[src/hw/rtl/skip_copy_delta_frame_decoder_core_macros.svh]
// Assertion macros shared by the delta frame decoder RTL.
// Each macro expects signals named clk and rst_n in the module that uses it.
`ifndef SKIP_COPY_DELTA_FRAME_DECODER_CORE_MACROS_SVH
`define SKIP_COPY_DELTA_FRAME_DECODER_CORE_MACROS_SVH

// The consequent must hold in the same cycle as the antecedent.
`define SCDF_ASSERT_SAME(label, ante, cons, msg) \
    label: assert property (@(posedge clk) disable iff (!rst_n) (ante) |-> (cons)) \
        else $error(msg);

// The consequent must hold in the cycle after the antecedent.
`define SCDF_ASSERT_NEXT(label, ante, cons, msg) \
    label: assert property (@(posedge clk) disable iff (!rst_n) (ante) |=> (cons)) \
        else $error(msg);

`endif

[src/hw/rtl/scdf_pkg.sv]
// Shared types, codes and constants of the delta frame decoder.
// No dependencies; the front, queue, back and top refer to it by scoped names.
package scdf_pkg;

    localparam int unsigned PALETTE_ENTRIES = 256;
    localparam int unsigned PAL_ADDR_W      = $clog2(PALETTE_ENTRIES);
    localparam logic [8:0]  PAL_LIMIT       = 9'(PALETTE_ENTRIES);

    localparam int unsigned QUEUE_DEPTH = 2;
    localparam int unsigned QUEUE_PTR_W = $clog2(QUEUE_DEPTH);
    localparam int unsigned QUEUE_CNT_W = $clog2(QUEUE_DEPTH + 1);

    localparam logic [7:0]  TOP_ROW_OFFSET_RESET = 8'd30;
    localparam logic [12:0] LINE_STRIDE_RESET    = 13'd1280;
    localparam logic [7:0]  ROWS_PER_FRAME_RESET = 8'd180;

    localparam logic [1:0]  ROW_END_MARK = 2'b11;
    localparam logic [8:0]  ROW_MAX      = 9'd511;
    localparam logic [12:0] COL_MAX      = 13'd8191;

    typedef enum logic [1:0] {
        MODE_CONTROL = 2'd0,
        MODE_PIXEL   = 2'd1,
        MODE_PALETTE = 2'd2,
        MODE_START   = 2'd3
    } mode_t;

    typedef enum logic [1:0] {
        CFG_TOP_ROW_OFFSET = 2'd0,
        CFG_LINE_STRIDE    = 2'd1,
        CFG_ROWS_PER_FRAME = 2'd2
    } cfg_index_t;

    typedef enum logic [1:0] {
        CMD_NONE      = 2'd0,
        CMD_PAL_WRITE = 2'd1,
        CMD_PIXEL     = 2'd2
    } cmd_kind_t;

    typedef struct packed {
        logic [1:0]  mode;
        logic [7:0]  byte_value;
        logic [7:0]  palette_index;
        logic [15:0] palette_color;
    } scdf_in_t;

    typedef struct packed {
        logic        write_valid;
        logic [21:0] write_address;
        logic [15:0] pixel_color;
        logic        want_pixel;
        logic        frame_done;
        logic        format_error;
    } scdf_out_t;

    typedef struct packed {
        logic        write_en;
        logic [1:0]  index;
        logic [12:0] data;
    } scdf_cfg_wr_t;

    // One classified beat, handed from the front to the back.
    typedef struct packed {
        cmd_kind_t   kind;
        logic        write_valid;
        logic        want_pixel;
        logic        frame_done;
        logic        format_error;
        logic [9:0]  row_sum;
        logic [12:0] column;
        logic [7:0]  index;
        logic [15:0] color;
    } scdf_cmd_t;

    typedef struct packed {
        logic full;
        logic empty;
    } scdf_q_status_t;

endpackage

[src/hw/rtl/scdf_ram.sv]
// Generic single-port-write, single-port-read RAM with a registered read.
// No dependencies.
module scdf_ram #(
    parameter int unsigned WIDTH = 16,
    parameter int unsigned DEPTH = 256
) (
    input  logic                     clk,
    input  logic                     we,
    input  logic [$clog2(DEPTH)-1:0] waddr,
    input  logic [WIDTH-1:0]         wdata,
    input  logic                     re,
    input  logic [$clog2(DEPTH)-1:0] raddr,
    output logic [WIDTH-1:0]         rdata
);

    logic [WIDTH-1:0] mem_reg [DEPTH];
    logic [WIDTH-1:0] rdata_reg;

    always_ff @(posedge clk)
    begin
        if (we)
        begin
            mem_reg[waddr] <= wdata;
        end
        if (re)
        begin
            rdata_reg <= mem_reg[raddr];
        end
    end

    assign rdata = rdata_reg;

endmodule

[src/hw/rtl/scdf_front.sv]
// Front of the delta frame decoder: configuration registers, row and column
// tracking, and classification of every accepted beat. Uses scdf_pkg.
`include "skip_copy_delta_frame_decoder_core_macros.svh"

module scdf_front (
    input  logic                  clk,
    input  logic                  rst_n,
    input  scdf_pkg::scdf_cfg_wr_t cfg_wr,
    input  scdf_pkg::scdf_in_t    item,
    input  logic                  accept,
    output scdf_pkg::scdf_cmd_t   cmd,
    output logic [12:0]           stride
);

    logic [7:0]  top_offset_reg, top_offset_next;
    logic [12:0] stride_reg, stride_next;
    logic [7:0]  rows_reg, rows_next;

    logic [8:0]  row_reg, row_next;
    logic [12:0] column_reg, column_next;
    logic        skip_reg, skip_next;
    logic [8:0]  left_reg, left_next;
    logic        active_reg, active_next;

    logic [9:0]  row_end_sum;
    logic [8:0]  row_end_sat;
    logic [13:0] skip_sum;
    logic [13:0] pix_sum;
    logic [12:0] pix_col_sat;

    always_comb
    begin
        top_offset_next = top_offset_reg;
        stride_next     = stride_reg;
        rows_next       = rows_reg;
        if (cfg_wr.write_en)
        begin
            case (cfg_wr.index)
                scdf_pkg::CFG_TOP_ROW_OFFSET: top_offset_next = cfg_wr.data[7:0];
                scdf_pkg::CFG_LINE_STRIDE:    stride_next     = cfg_wr.data;
                scdf_pkg::CFG_ROWS_PER_FRAME: rows_next       = cfg_wr.data[7:0];
                default: ;
            endcase
        end
    end

    assign row_end_sum = {1'b0, row_reg} + 10'd1 + {4'b0, item.byte_value[5:0]};
    assign row_end_sat = row_end_sum[9] ? scdf_pkg::ROW_MAX : row_end_sum[8:0];
    assign skip_sum    = {1'b0, column_reg} + {4'b0, item.byte_value, 2'b00};
    assign pix_sum     = {1'b0, column_reg} + 14'd2;
    assign pix_col_sat = pix_sum[13] ? scdf_pkg::COL_MAX : pix_sum[12:0];

    always_comb
    begin
        row_next    = row_reg;
        column_next = column_reg;
        skip_next   = skip_reg;
        left_next   = left_reg;
        active_next = active_reg;
        cmd         = '0;
        cmd.kind    = scdf_pkg::CMD_NONE;
        case (item.mode)
            scdf_pkg::MODE_START:
            begin
                row_next    = '0;
                column_next = '0;
                skip_next   = 1'b1;
                left_next   = '0;
                active_next = 1'b1;
            end
            scdf_pkg::MODE_PALETTE:
            begin
                cmd.kind  = scdf_pkg::CMD_PAL_WRITE;
                cmd.index = item.palette_index;
                cmd.color = item.palette_color;
            end
            scdf_pkg::MODE_CONTROL:
            begin
                if (!active_reg || left_reg != 9'd0)
                begin
                    cmd.format_error = 1'b1;
                end
                else if (item.byte_value[7:6] == scdf_pkg::ROW_END_MARK)
                begin
                    row_next    = row_end_sat;
                    column_next = '0;
                    skip_next   = 1'b1;
                    if (row_end_sat >= {1'b0, rows_reg})
                    begin
                        cmd.frame_done = 1'b1;
                        active_next    = 1'b0;
                    end
                end
                else if (skip_reg)
                begin
                    column_next = skip_sum[13] ? scdf_pkg::COL_MAX : skip_sum[12:0];
                    skip_next   = 1'b0;
                end
                else
                begin
                    left_next = {item.byte_value, 1'b0};
                    skip_next = 1'b1;
                end
            end
            scdf_pkg::MODE_PIXEL:
            begin
                if (!active_reg || left_reg == 9'd0)
                begin
                    cmd.format_error = 1'b1;
                end
                else
                begin
                    if (pix_sum > {1'b0, stride_reg})
                    begin
                        cmd.format_error = 1'b1;
                    end
                    else
                    begin
                        cmd.kind        = scdf_pkg::CMD_PIXEL;
                        cmd.write_valid = 1'b1;
                        cmd.row_sum     = {1'b0, row_reg} + {2'b0, top_offset_reg};
                        cmd.column      = column_reg;
                        cmd.index       = item.byte_value;
                    end
                    column_next = pix_col_sat;
                    left_next   = left_reg - 9'd1;
                end
            end
            default: ;
        endcase
        cmd.want_pixel = (left_next != 9'd0);
    end

    always_ff @(posedge clk or negedge rst_n)
    begin
        if (!rst_n)
        begin
            top_offset_reg <= scdf_pkg::TOP_ROW_OFFSET_RESET;
            stride_reg     <= scdf_pkg::LINE_STRIDE_RESET;
            rows_reg       <= scdf_pkg::ROWS_PER_FRAME_RESET;
            row_reg        <= '0;
            column_reg     <= '0;
            skip_reg       <= 1'b1;
            left_reg       <= '0;
            active_reg     <= 1'b0;
        end
        else
        begin
            top_offset_reg <= top_offset_next;
            stride_reg     <= stride_next;
            rows_reg       <= rows_next;
            if (accept)
            begin
                row_reg    <= row_next;
                column_reg <= column_next;
                skip_reg   <= skip_next;
                left_reg   <= left_next;
                active_reg <= active_next;
            end
        end
    end

    assign stride = stride_reg;

    // Pixels can only be owed inside an active frame.
    `SCDF_ASSERT_SAME(a_left_needs_frame, left_reg != 9'd0, active_reg,
        "pixels expected while no frame is active")

endmodule

[src/hw/rtl/scdf_queue.sv]
// Short register queue between the decoder front and back.
// Uses scdf_pkg for the command type and depth constants.
`include "skip_copy_delta_frame_decoder_core_macros.svh"

module scdf_queue (
    input  logic                     clk,
    input  logic                     rst_n,
    input  logic                     push,
    input  scdf_pkg::scdf_cmd_t      push_cmd,
    input  logic                     pop,
    output scdf_pkg::scdf_cmd_t      head,
    output scdf_pkg::scdf_q_status_t status
);

    scdf_pkg::scdf_cmd_t                 entries_reg [scdf_pkg::QUEUE_DEPTH];
    logic [scdf_pkg::QUEUE_PTR_W-1:0]    wr_ptr_reg, wr_ptr_next;
    logic [scdf_pkg::QUEUE_PTR_W-1:0]    rd_ptr_reg, rd_ptr_next;
    logic [scdf_pkg::QUEUE_CNT_W-1:0]    count_reg, count_next;

    localparam logic [scdf_pkg::QUEUE_PTR_W-1:0] LAST_PTR =
        scdf_pkg::QUEUE_PTR_W'(scdf_pkg::QUEUE_DEPTH - 1);
    localparam logic [scdf_pkg::QUEUE_CNT_W-1:0] FULL_COUNT =
        scdf_pkg::QUEUE_CNT_W'(scdf_pkg::QUEUE_DEPTH);

    always_comb
    begin
        wr_ptr_next = wr_ptr_reg;
        rd_ptr_next = rd_ptr_reg;
        count_next  = count_reg;
        if (push)
        begin
            wr_ptr_next = (wr_ptr_reg == LAST_PTR) ? '0 : wr_ptr_reg + 1'b1;
        end
        if (pop)
        begin
            rd_ptr_next = (rd_ptr_reg == LAST_PTR) ? '0 : rd_ptr_reg + 1'b1;
        end
        if (push && !pop)
        begin
            count_next = count_reg + 1'b1;
        end
        else if (pop && !push)
        begin
            count_next = count_reg - 1'b1;
        end
    end

    always_ff @(posedge clk or negedge rst_n)
    begin
        if (!rst_n)
        begin
            wr_ptr_reg <= '0;
            rd_ptr_reg <= '0;
            count_reg  <= '0;
        end
        else
        begin
            wr_ptr_reg <= wr_ptr_next;
            rd_ptr_reg <= rd_ptr_next;
            count_reg  <= count_next;
        end
    end

    always_ff @(posedge clk)
    begin
        if (push)
        begin
            entries_reg[wr_ptr_reg] <= push_cmd;
        end
    end

    assign head         = entries_reg[rd_ptr_reg];
    assign status.full  = (count_reg == FULL_COUNT);
    assign status.empty = (count_reg == '0);

    `SCDF_ASSERT_SAME(a_no_overflow, push && !pop, count_reg != FULL_COUNT,
        "queue written while full")
    `SCDF_ASSERT_SAME(a_no_underflow, pop, count_reg != '0,
        "queue read while empty")

endmodule

[src/hw/rtl/scdf_back.sv]
// Back of the delta frame decoder: palette memory, address multiply and the
// result register. Uses scdf_pkg and scdf_ram.
`include "skip_copy_delta_frame_decoder_core_macros.svh"

module scdf_back (
    input  logic                     clk,
    input  logic                     rst_n,
    input  scdf_pkg::scdf_cmd_t      head,
    input  scdf_pkg::scdf_q_status_t q_status,
    input  logic [12:0]              stride,
    output logic                     pop,
    output logic                     result_valid,
    input  logic                     result_ready,
    output scdf_pkg::scdf_out_t      result
);

    logic                 s1_valid_reg, s1_valid_next;
    scdf_pkg::scdf_cmd_t  s1_cmd_reg;
    logic [22:0]          s1_product_reg;
    logic                 s1_oob_reg;

    logic                 result_valid_reg, result_valid_next;
    scdf_pkg::scdf_out_t  result_reg;

    logic                 advance;
    logic                 ram_we;
    logic                 ram_re;
    logic                 head_in_range;
    logic [15:0]          ram_rdata;
    logic [22:0]          addr_sum;

    assign advance = s1_valid_reg && (!result_valid_reg || result_ready);
    assign pop     = !q_status.empty && (!s1_valid_reg || advance);

    assign head_in_range = ({1'b0, head.index} < scdf_pkg::PAL_LIMIT);
    assign ram_we = pop && (head.kind == scdf_pkg::CMD_PAL_WRITE) && head_in_range;
    assign ram_re = pop && (head.kind == scdf_pkg::CMD_PIXEL);

    scdf_ram #(
        .WIDTH (16),
        .DEPTH (scdf_pkg::PALETTE_ENTRIES)
    ) u_palette (
        .clk   (clk),
        .we    (ram_we),
        .waddr (head.index[scdf_pkg::PAL_ADDR_W-1:0]),
        .wdata (head.color),
        .re    (ram_re),
        .raddr (head.index[scdf_pkg::PAL_ADDR_W-1:0]),
        .rdata (ram_rdata)
    );

    always_comb
    begin
        s1_valid_next = s1_valid_reg;
        if (pop)
        begin
            s1_valid_next = 1'b1;
        end
        else if (advance)
        begin
            s1_valid_next = 1'b0;
        end
        result_valid_next = result_valid_reg;
        if (advance)
        begin
            result_valid_next = 1'b1;
        end
        else if (result_ready)
        begin
            result_valid_next = 1'b0;
        end
    end

    always_ff @(posedge clk or negedge rst_n)
    begin
        if (!rst_n)
        begin
            s1_valid_reg     <= 1'b0;
            result_valid_reg <= 1'b0;
        end
        else
        begin
            s1_valid_reg     <= s1_valid_next;
            result_valid_reg <= result_valid_next;
        end
    end

    // Stage one: row base multiply while the palette read is in flight.
    always_ff @(posedge clk)
    begin
        if (pop)
        begin
            s1_cmd_reg     <= head;
            s1_product_reg <= {13'b0, head.row_sum} * {10'b0, stride};
            s1_oob_reg     <= !head_in_range;
        end
    end

    assign addr_sum = s1_product_reg + {10'b0, s1_cmd_reg.column};

    always_ff @(posedge clk)
    begin
        if (advance)
        begin
            result_reg.write_valid   <= s1_cmd_reg.write_valid;
            result_reg.write_address <= s1_cmd_reg.write_valid ? addr_sum[21:0] : '0;
            result_reg.pixel_color   <= (s1_cmd_reg.write_valid && !s1_oob_reg) ?
                                        ram_rdata : '0;
            result_reg.want_pixel    <= s1_cmd_reg.want_pixel;
            result_reg.frame_done    <= s1_cmd_reg.frame_done;
            result_reg.format_error  <= s1_cmd_reg.format_error;
        end
    end

    assign result_valid = result_valid_reg;
    assign result       = result_reg;

    `SCDF_ASSERT_SAME(a_idle_write_zero, result_valid_reg && !result_reg.write_valid,
        result_reg.write_address == '0 && result_reg.pixel_color == '0,
        "address or colour set on a beat without a write")
    `SCDF_ASSERT_SAME(a_one_ram_op, ram_we, !ram_re,
        "palette written and read in the same cycle")

endmodule

[src/hw/rtl/skip_copy_delta_frame_decoder_core.sv]
// Top level of the skip/copy delta frame decoder.
// Uses scdf_pkg, scdf_front, scdf_queue, scdf_back and scdf_ram.
//
//   Channel   Handshake                   Payload
//   -------   -------------------------   ---------------------------------
//   item      item_valid / item_ready     scdf_pkg::scdf_in_t, one tagged byte
//   result    result_valid / result_ready scdf_pkg::scdf_out_t, one per item
//   config    cfg_write_en                cfg_index, cfg_data (13 bits)
//
// One beat is accepted per cycle while the queue is not full; its result passes
// in turn through the queue entry, multiply and palette read, and result register.
// Reset clears control state only; palette entries hold nothing until written.
// A two-entry queue sits between the classifier and the back, so item_ready
// drops only once the queue is full; a stalled result holds in its register.

module skip_copy_delta_frame_decoder_core (
    input  logic                clk,
    input  logic                rst_n,
    input  logic                cfg_write_en,
    input  logic [1:0]          cfg_index,
    input  logic [12:0]         cfg_data,
    input  logic                item_valid,
    output logic                item_ready,
    input  scdf_pkg::scdf_in_t  item,
    output logic                result_valid,
    input  logic                result_ready,
    output scdf_pkg::scdf_out_t result
);

    scdf_pkg::scdf_cfg_wr_t   cfg_wr;
    scdf_pkg::scdf_cmd_t      front_cmd;
    scdf_pkg::scdf_cmd_t      queue_head;
    scdf_pkg::scdf_q_status_t queue_status;
    logic [12:0]              stride;
    logic                     accept;
    logic                     pop;

    assign cfg_wr.write_en = cfg_write_en;
    assign cfg_wr.index    = cfg_index;
    assign cfg_wr.data     = cfg_data;

    // The front only looks at the queue's fill level, never at the result side.
    assign item_ready = !queue_status.full;
    assign accept     = item_valid && item_ready;

    // Classifies each beat and keeps row, column and copy-run state.
    scdf_front u_front (
        .clk    (clk),
        .rst_n  (rst_n),
        .cfg_wr (cfg_wr),
        .item   (item),
        .accept (accept),
        .cmd    (front_cmd),
        .stride (stride)
    );

    // Palette writes travel through the queue with the pixels, so every lookup
    // sees exactly the palette writes that came before it.
    scdf_queue u_queue (
        .clk      (clk),
        .rst_n    (rst_n),
        .push     (accept),
        .push_cmd (front_cmd),
        .pop      (pop),
        .head     (queue_head),
        .status   (queue_status)
    );

    // Performs palette access and address arithmetic, then drives results.
    scdf_back u_back (
        .clk          (clk),
        .rst_n        (rst_n),
        .head         (queue_head),
        .q_status     (queue_status),
        .stride       (stride),
        .pop          (pop),
        .result_valid (result_valid),
        .result_ready (result_ready),
        .result       (result)
    );

endmodule
[config.mk]
export PLATFORM = sky130hd
export DESIGN_NAME = skip_copy_delta_frame_decoder_core
export DESIGN_NICKNAME = d
export VERILOG_FILES = /design/src/hw/rtl/scdf_pkg.sv /design/src/hw/rtl/scdf_ram.sv /design/src/hw/rtl/scdf_front.sv /design/src/hw/rtl/scdf_queue.sv /design/src/hw/rtl/scdf_back.sv /design/src/hw/rtl/skip_copy_delta_frame_decoder_core.sv
export VERILOG_INCLUDE_DIRS = /design/src /design/src/hw/rtl
export SDC_FILE = /design/constraint.sdc
export NUM_CORES = 2
export LEC_CHECK = 0
export BUFFER_PORTS_ARGS = -buffer_cell sky130_fd_sc_hd__buf_4
export CORE_MARGIN = 1.5
export CORE_UTILIZATION = 57
export DETAILED_ROUTE_END_ITERATION = 7
export PLACE_DENSITY_LB_ADDON = 0.15
export SLEW_MARGIN = 10
export SYNTH_ARGS = -nofsm -noshare
export SYNTH_HDL_FRONTEND = slang
export SYNTH_HIERARCHICAL = 1
export SYNTH_MEMORY_MAX_BITS = 65536
export SYNTH_SLANG_ARGS = --single-unit
[constraint.sdc]
create_clock -name clk -period 5.3 [get_ports clk]
set_input_delay 0 -clock clk [delete_from_list [all_inputs] [get_ports clk]]
set_output_delay 0 -clock clk [all_outputs]
set_load 0.05 [all_outputs]
Yosys cells after proc, flatten, opt, wreduce, memory -nomap -nowiden
Memory sizes are Yosys's and may differ from the RTL's. A register that Yosys moved wholly into a read port is not among the register bits.
Index checks and enable logic that the tools add are counted.

storage, ports and cells
  register bits after elaboration = 149
  bits in writable memories = 4202
  input port bits = 54
  output and inout port bits = 44
  memories = 2

operators by class
  add/sub/neg operators = 11
  multiply operators = 1
  $lt $le $gt $ge = 2
  eq/ne operators = 14
  multiplexer cells = 53
  reduce and logical (&&, ||, !) cells = 36

memory list
  memory                    words  width  read ports  clocked after memory_dff  wr ports  line              RTL
  u_back.u_palette.mem_reg  256    16     1           1                         1         scdf_ram.sv:16    logic [WIDTH-1:0] mem_reg [DEPTH];
  u_queue.entries_reg       2      53     1           0                         1         scdf_queue.sv:15  scdf_pkg::scdf_cmd_t entries_reg [scdf_pkg::QUEUE_DEPTH];

operators with widths
  kind                                                                 number
  13-bit 2-to-1 mux                                                    6
  9-bit 2-to-1 mux                                                     7
  31-bit 2-to-1 mux                                                    2
  13-bit case mux with 3 select lines                                  1
  9-bit case mux with 3 select lines                                   1
  1-bit 2-to-1 mux                                                     24
  23-bit 2-to-1 mux                                                    1
  22-bit by 13-bit adder with 22-bit output                            1
  10-bit by 13-bit multiplier with 22-bit output                       1
  9-bit case mux with 2 select lines                                   1
  9-bit nonzero test                                                   2
  16-bit 2-to-1 mux                                                    1
  8-bit case mux with 2 select lines                                   1
  13-bit by 10-bit adder with 14-bit output                            1
  13-bit by 2-bit adder with 14-bit output (second input constant)     1
  14-bit by 13-bit greater-than comparator with 1-bit output           1
  2-bit equality test (second input constant)                          6
  10-bit by 6-bit adder with 10-bit output                             1
  9-bit by 1-bit adder with 10-bit output (second input constant)      1
  9-bit by 8-bit adder with 10-bit output                              1
  5-bit AND reduction                                                  2
  9-bit by 8-bit greater-or-equal comparator with 1-bit output         1
  9-bit zero test                                                      1
  9-bit by 1-bit subtractor with 9-bit output (second input constant)  1
  other kinds (20)                                                     51

Longest topological paths before layout
  depth in word-level cells = 8
  gate-level depth with buffers = 22
  gate-level depth less buffers = 19

By module
Netlist, hierarchy kept.

by module, submodules not included
  module                              times used  cells each  area each (µm²)  sequential area each (µm²)
  scdf_ram                            1           7360        158874.9         123478.4
  scdf_back                           1           739         7783.7           2482.4
  scdf_front                          1           610         5287.6           1565.3
  scdf_queue                          1           181         4261.6           3283.1
  skip_copy_delta_frame_decoder_core  1           2           10.0             0.0

Worst setup path before layout
OpenSTA, ideal clock, no wires.

  kind = register -> register
  start point = register u_queue.rd_ptr_reg
  end point = register u_back.s1_product_reg[19] (data pin)
  arrival time = 5.654 ns
  slack = -0.489 ns
  cell stages (with the launch flop) = 20
  buffers on the path = 3
  cells stage by stage = dfrtp_1 > buf_6 > buf_12 > mux2_4 > clkbuf_1 > and2_1 > fa_1 > fa_1 > fa_1 > fa_1 > inv_1 > fa_1 > inv_1 > ha_1 > a21oi_1 > o21ai_0 > a221o_2 > a31o_1 > or4_1 > nand3_1

RTL lines
  what                    line              RTL
  from (decl)             scdf_queue.sv:17  logic [scdf_pkg::QUEUE_PTR_W-1:0] rd_ptr_reg, rd_ptr_next;
  from (signal assigned)  scdf_queue.sv:59  rd_ptr_reg <= rd_ptr_next;
  to (signal assigned)    scdf_back.sv:94   s1_product_reg <= {13'b0, head.row_sum} * {10'b0, stride};
  to (decl)               scdf_back.sv:19   logic [22:0] s1_product_reg;

Worst setup path after layout
  start point = register u_queue.rd_ptr_reg
  end point = register u_back.s1_product_reg[19] (data pin)

between the ends
  longest elaborated chain between the ends = 2

ends and longest elaborated chain
  what                                            line
  memory read 2 x 53 bit                          --
  10-bit by 13-bit multiplier with 22-bit output  scdf_back.sv:94

Every way passes these cells.
A chain may end at the register's enable or synchronous reset.

==> flow_summary.yaml <==
placed_design:
  place_ws_ns: -0.161
  numPortBuffers: 97
  placed_cell_area_um2: 188000
  hpwl_mm: 291
  place.gp.congestion: 0.914
setup_path:
  cp_max_fo: 6
  arrival_ns: 6.23
  crit_required_ns: 6.14
  critPathKind: "register to register"
  worstSetupStartpointType: "register"
  endpoint_kind: "register"
pwr:
  vdd_drop_max_v: 0.00143
  clockPowerShare_pct: 23.8
  combPwrFrac_pct: 40.6
  p_leak_nw: 67.4
  p_switching_mw: 43.6
  p_int_mw: 81.3
  power_density_nw_per_um2: 614
  seq_power_share_pct: 35.5
  p_total_mw: 125
  netSwitchingFraction_pct: 34.9
outcome:
  violations: "negative setup slack"
  outcome: "finished, violations left"
cells_and_area:
  multi_input_area_um2: 42700
  register_area_um2: 131000
  fin_nets: 10100
  area_growth_pct: 15.4
  largest_reg_flops: 4096
  drive_gt1_share_pct: 26.5
  fillCellCount: 20000
  design_area_um2: 203000
  final_util_pct: 66.3
yosys:
  yosysSeqAreaShare_pct: 74.2
  synth_xor_area_share_pct: 0.263
  synth_common_cells: "4,299 x edfxtp_1, 797 x mux4_2, 571 x mux2i_1"
  yosysWarnings: 6
  synth_top_area_share_pct: 73.3
  synth_top_family_by_area: "multiplexers"
  synthDistinctLibCells: 100
  synth-simple-area-share_pct: 2.90
  synth_most_common_cell: "edfxtp_1"
  ys_ff_latch: 4367
  muxShareOfSynthArea_pct: 14.6
  synth_area_um2: 176000
  synth_edf_count: 4299
  synth_compound_area_share_pct: 4.09
  syn_nets: 9154
  postSynthAreaPerCell_um2: 19.8
  synth_flop_cell: "edfxtp_1"
  synthCells: 8892
  synth.area.top_cells: "edfxtp_1 73%, mux4_2 10%, mux2i_1 3.2%"
  synth_largest_area_cell: "edfxtp_1"
  synthAdderAreaFrac_pct: 1.86
  async_reset_ff_share_pct: 1.56
route:
  antenna_left: 0
  wirelength_mm: 463
  drtIter0Drc: 12100
  drcViolationCount: 0
  wl_per_cell_um: 32.3
  viasPerCell: 6.55
  dr_total_vias: 93900
  drtPass1Iterations: 6
clock_tree:
  clock_path_buffers: 4
  cts-root-buf: "clkbuf_16"
  clk_latency_ns: 0.98
  h-tree-depth: 5
  clock_sinks: 4367
  clkTransAtPathRegs_ns: 0.07
  cts_tree: "done"
  numCtsBuffers: 430
grt:
  grt_overflow: 0
  grt_pass1_vias: 93300
  track_usage_pct: 29.5
  grt_pass1_wl_mm: 665
  grt_max_degree: 139
  antenna_found_initial: 20
timing:
  fin_crit_sh_pct: 102
  hold_viol_final: 0
  fin_skew_ns: 0.0577
  relSlewSlack_pct: 17.4
  fin_crit_ns: 5.39
  rsz0062_at_grt: "true"
  setup_tns_ns: -0.0979
  fmax_ghz: 0.186
  setup_viol: 2
  tightest_slew_ns: 1.23
  setup_ws_ns: -0.0896
  slew_violations: 0
floorplan:
  row_count: 203
  die_y_um: 559
  start_util_pct: 57.5
  ios: 98
  dieWidth_um: 559
  core_area_um2: 307000
  dieArea_um2: 312000
job:
  cap_violations: 0
hold_path:
  hold_class: "primary input to register"
==> repair_timing <==
item / 4_1_cts / 5_1_grt
pin swaps: 12 / 24
gates cloned: 3 / 0
gates resized for setup: 24 / 40
setup endpoints to repair: 8 / 15
buffers inserted: 11 / 6
hold buffers: 110 / 0
endpoints found under the hold margin: 192 / 0
==> power by group through the flow <==
stage / clock (mW) / combinational, mW / sequential (mW)
2_1_floorplan: 0 / 30.3 / 45.5
3_3_place_gp: 0 / 47.0 / 45.1
3_5_place_dp: 0 / 48.0 / 45.1
4_1_cts: 30.1 / 49.1 / 44.4
5_1_grt: 31.4 / 54.0 / 44.5
6_report: 29.7 / 50.8 / 44.4
==> cell type report <==
class	count	area share, %
timing repair buffer	1062	5.05
antenna	14	0.0172
sequential	4367	64.3
clock buffer	510	5.48
multi-input combinational	3868	21.0
clock inverter	275	1.28
inverter	152	0.287
tap	4100	2.52
==> critical path: stages, from the launching register on <==
cell and delay (ns):
dfrtp_4 0.50, buf_8 0.15, buf_4 0.13, mux2_4 0.32, and2_4 0.15, fa_1 0.51
fa_1 0.44, fa_1 0.48, fa_1 0.48, inv_1 0.04, fa_1 0.49, inv_2 0.05
ha_4 0.22, a21oi_4 0.16, o21ai_2 0.08, a221o_2 0.34, a31o_4 0.23, or4_4 0.42
nand3_2 0.07
==> worst paths after layout <==
| path | endpoint | from | slack [ns] | depth (start not counted) |
|---|---|---|---|---|
| worst max register to register | u_back/s1_product_reg[19] | u_queue/rd_ptr_reg | -0.09 | 18 |
| worst min register to register | u_back/result[0] | u_back/s1_cmd_reg[47] | 0.50 | 0 |
| max in group asynchronous | u_queue/rd_ptr_reg | rst_n | 4.64 | 4 |
| min in group asynchronous | u_front/stride[8] | rst_n | 0.22 | 3 |
| worst min-delay path | u_queue/entries_reg[0][6] | item[6] | 0.03 | 3 |
| worst max-delay path | u_back/s1_product_reg[19] | u_queue/rd_ptr_reg | -0.09 | 18 |
==> routing by layer <==
| metal | share of wire [%] | wire length, um | GRT usage, % |
|---|---|---|---|
| met1 | 39 | 181000 | 42.7 |
| met2 | 47 | 218000 | 45.6 |
| met3 | 10 | 47100 | 5.49 |
| met4 | 3.7 | 17000 | 10.3 |
| met5 | 0.014 | 64 | 0 |
==> layout by cell type, fill, tap and decap left out, drive strengths merged, types with 148 or more instances in the layout <==
cell type	count
a21oi	252
and2	148
buf	953
clkbuf	510
clkinv	211
edfxtp	4299
inv	164
mux2	174
mux2i	571
mux4	797
nor2	376
o221ai	254
o22ai	152
==> cells by family (layout without fill, tap and decap cells) <==
group                    Yosys count  in the layout
buffers and inverters            660           1999
XOR/XNOR                          53             53
multiplexers                    1539           1542
AO/OA/AOI/OAI                   1027           1027
other                              0             14
flip-flops                      4367           4367
AND/OR/NAND/NOR                 1038           1038
adder cells (fa/ha/maj)          208            208
==> metrics by stage <==
step	hold slack [ns]	cells
final	0.0253	14300
after global routing	0.0159	14300
after CTS	0.00201	14300
after detailed placement	0.223	13400
after global placement	0.205	13400
after floorplan	-0.296	8892
Note: power is estimated with default switching activity, not from simulation.
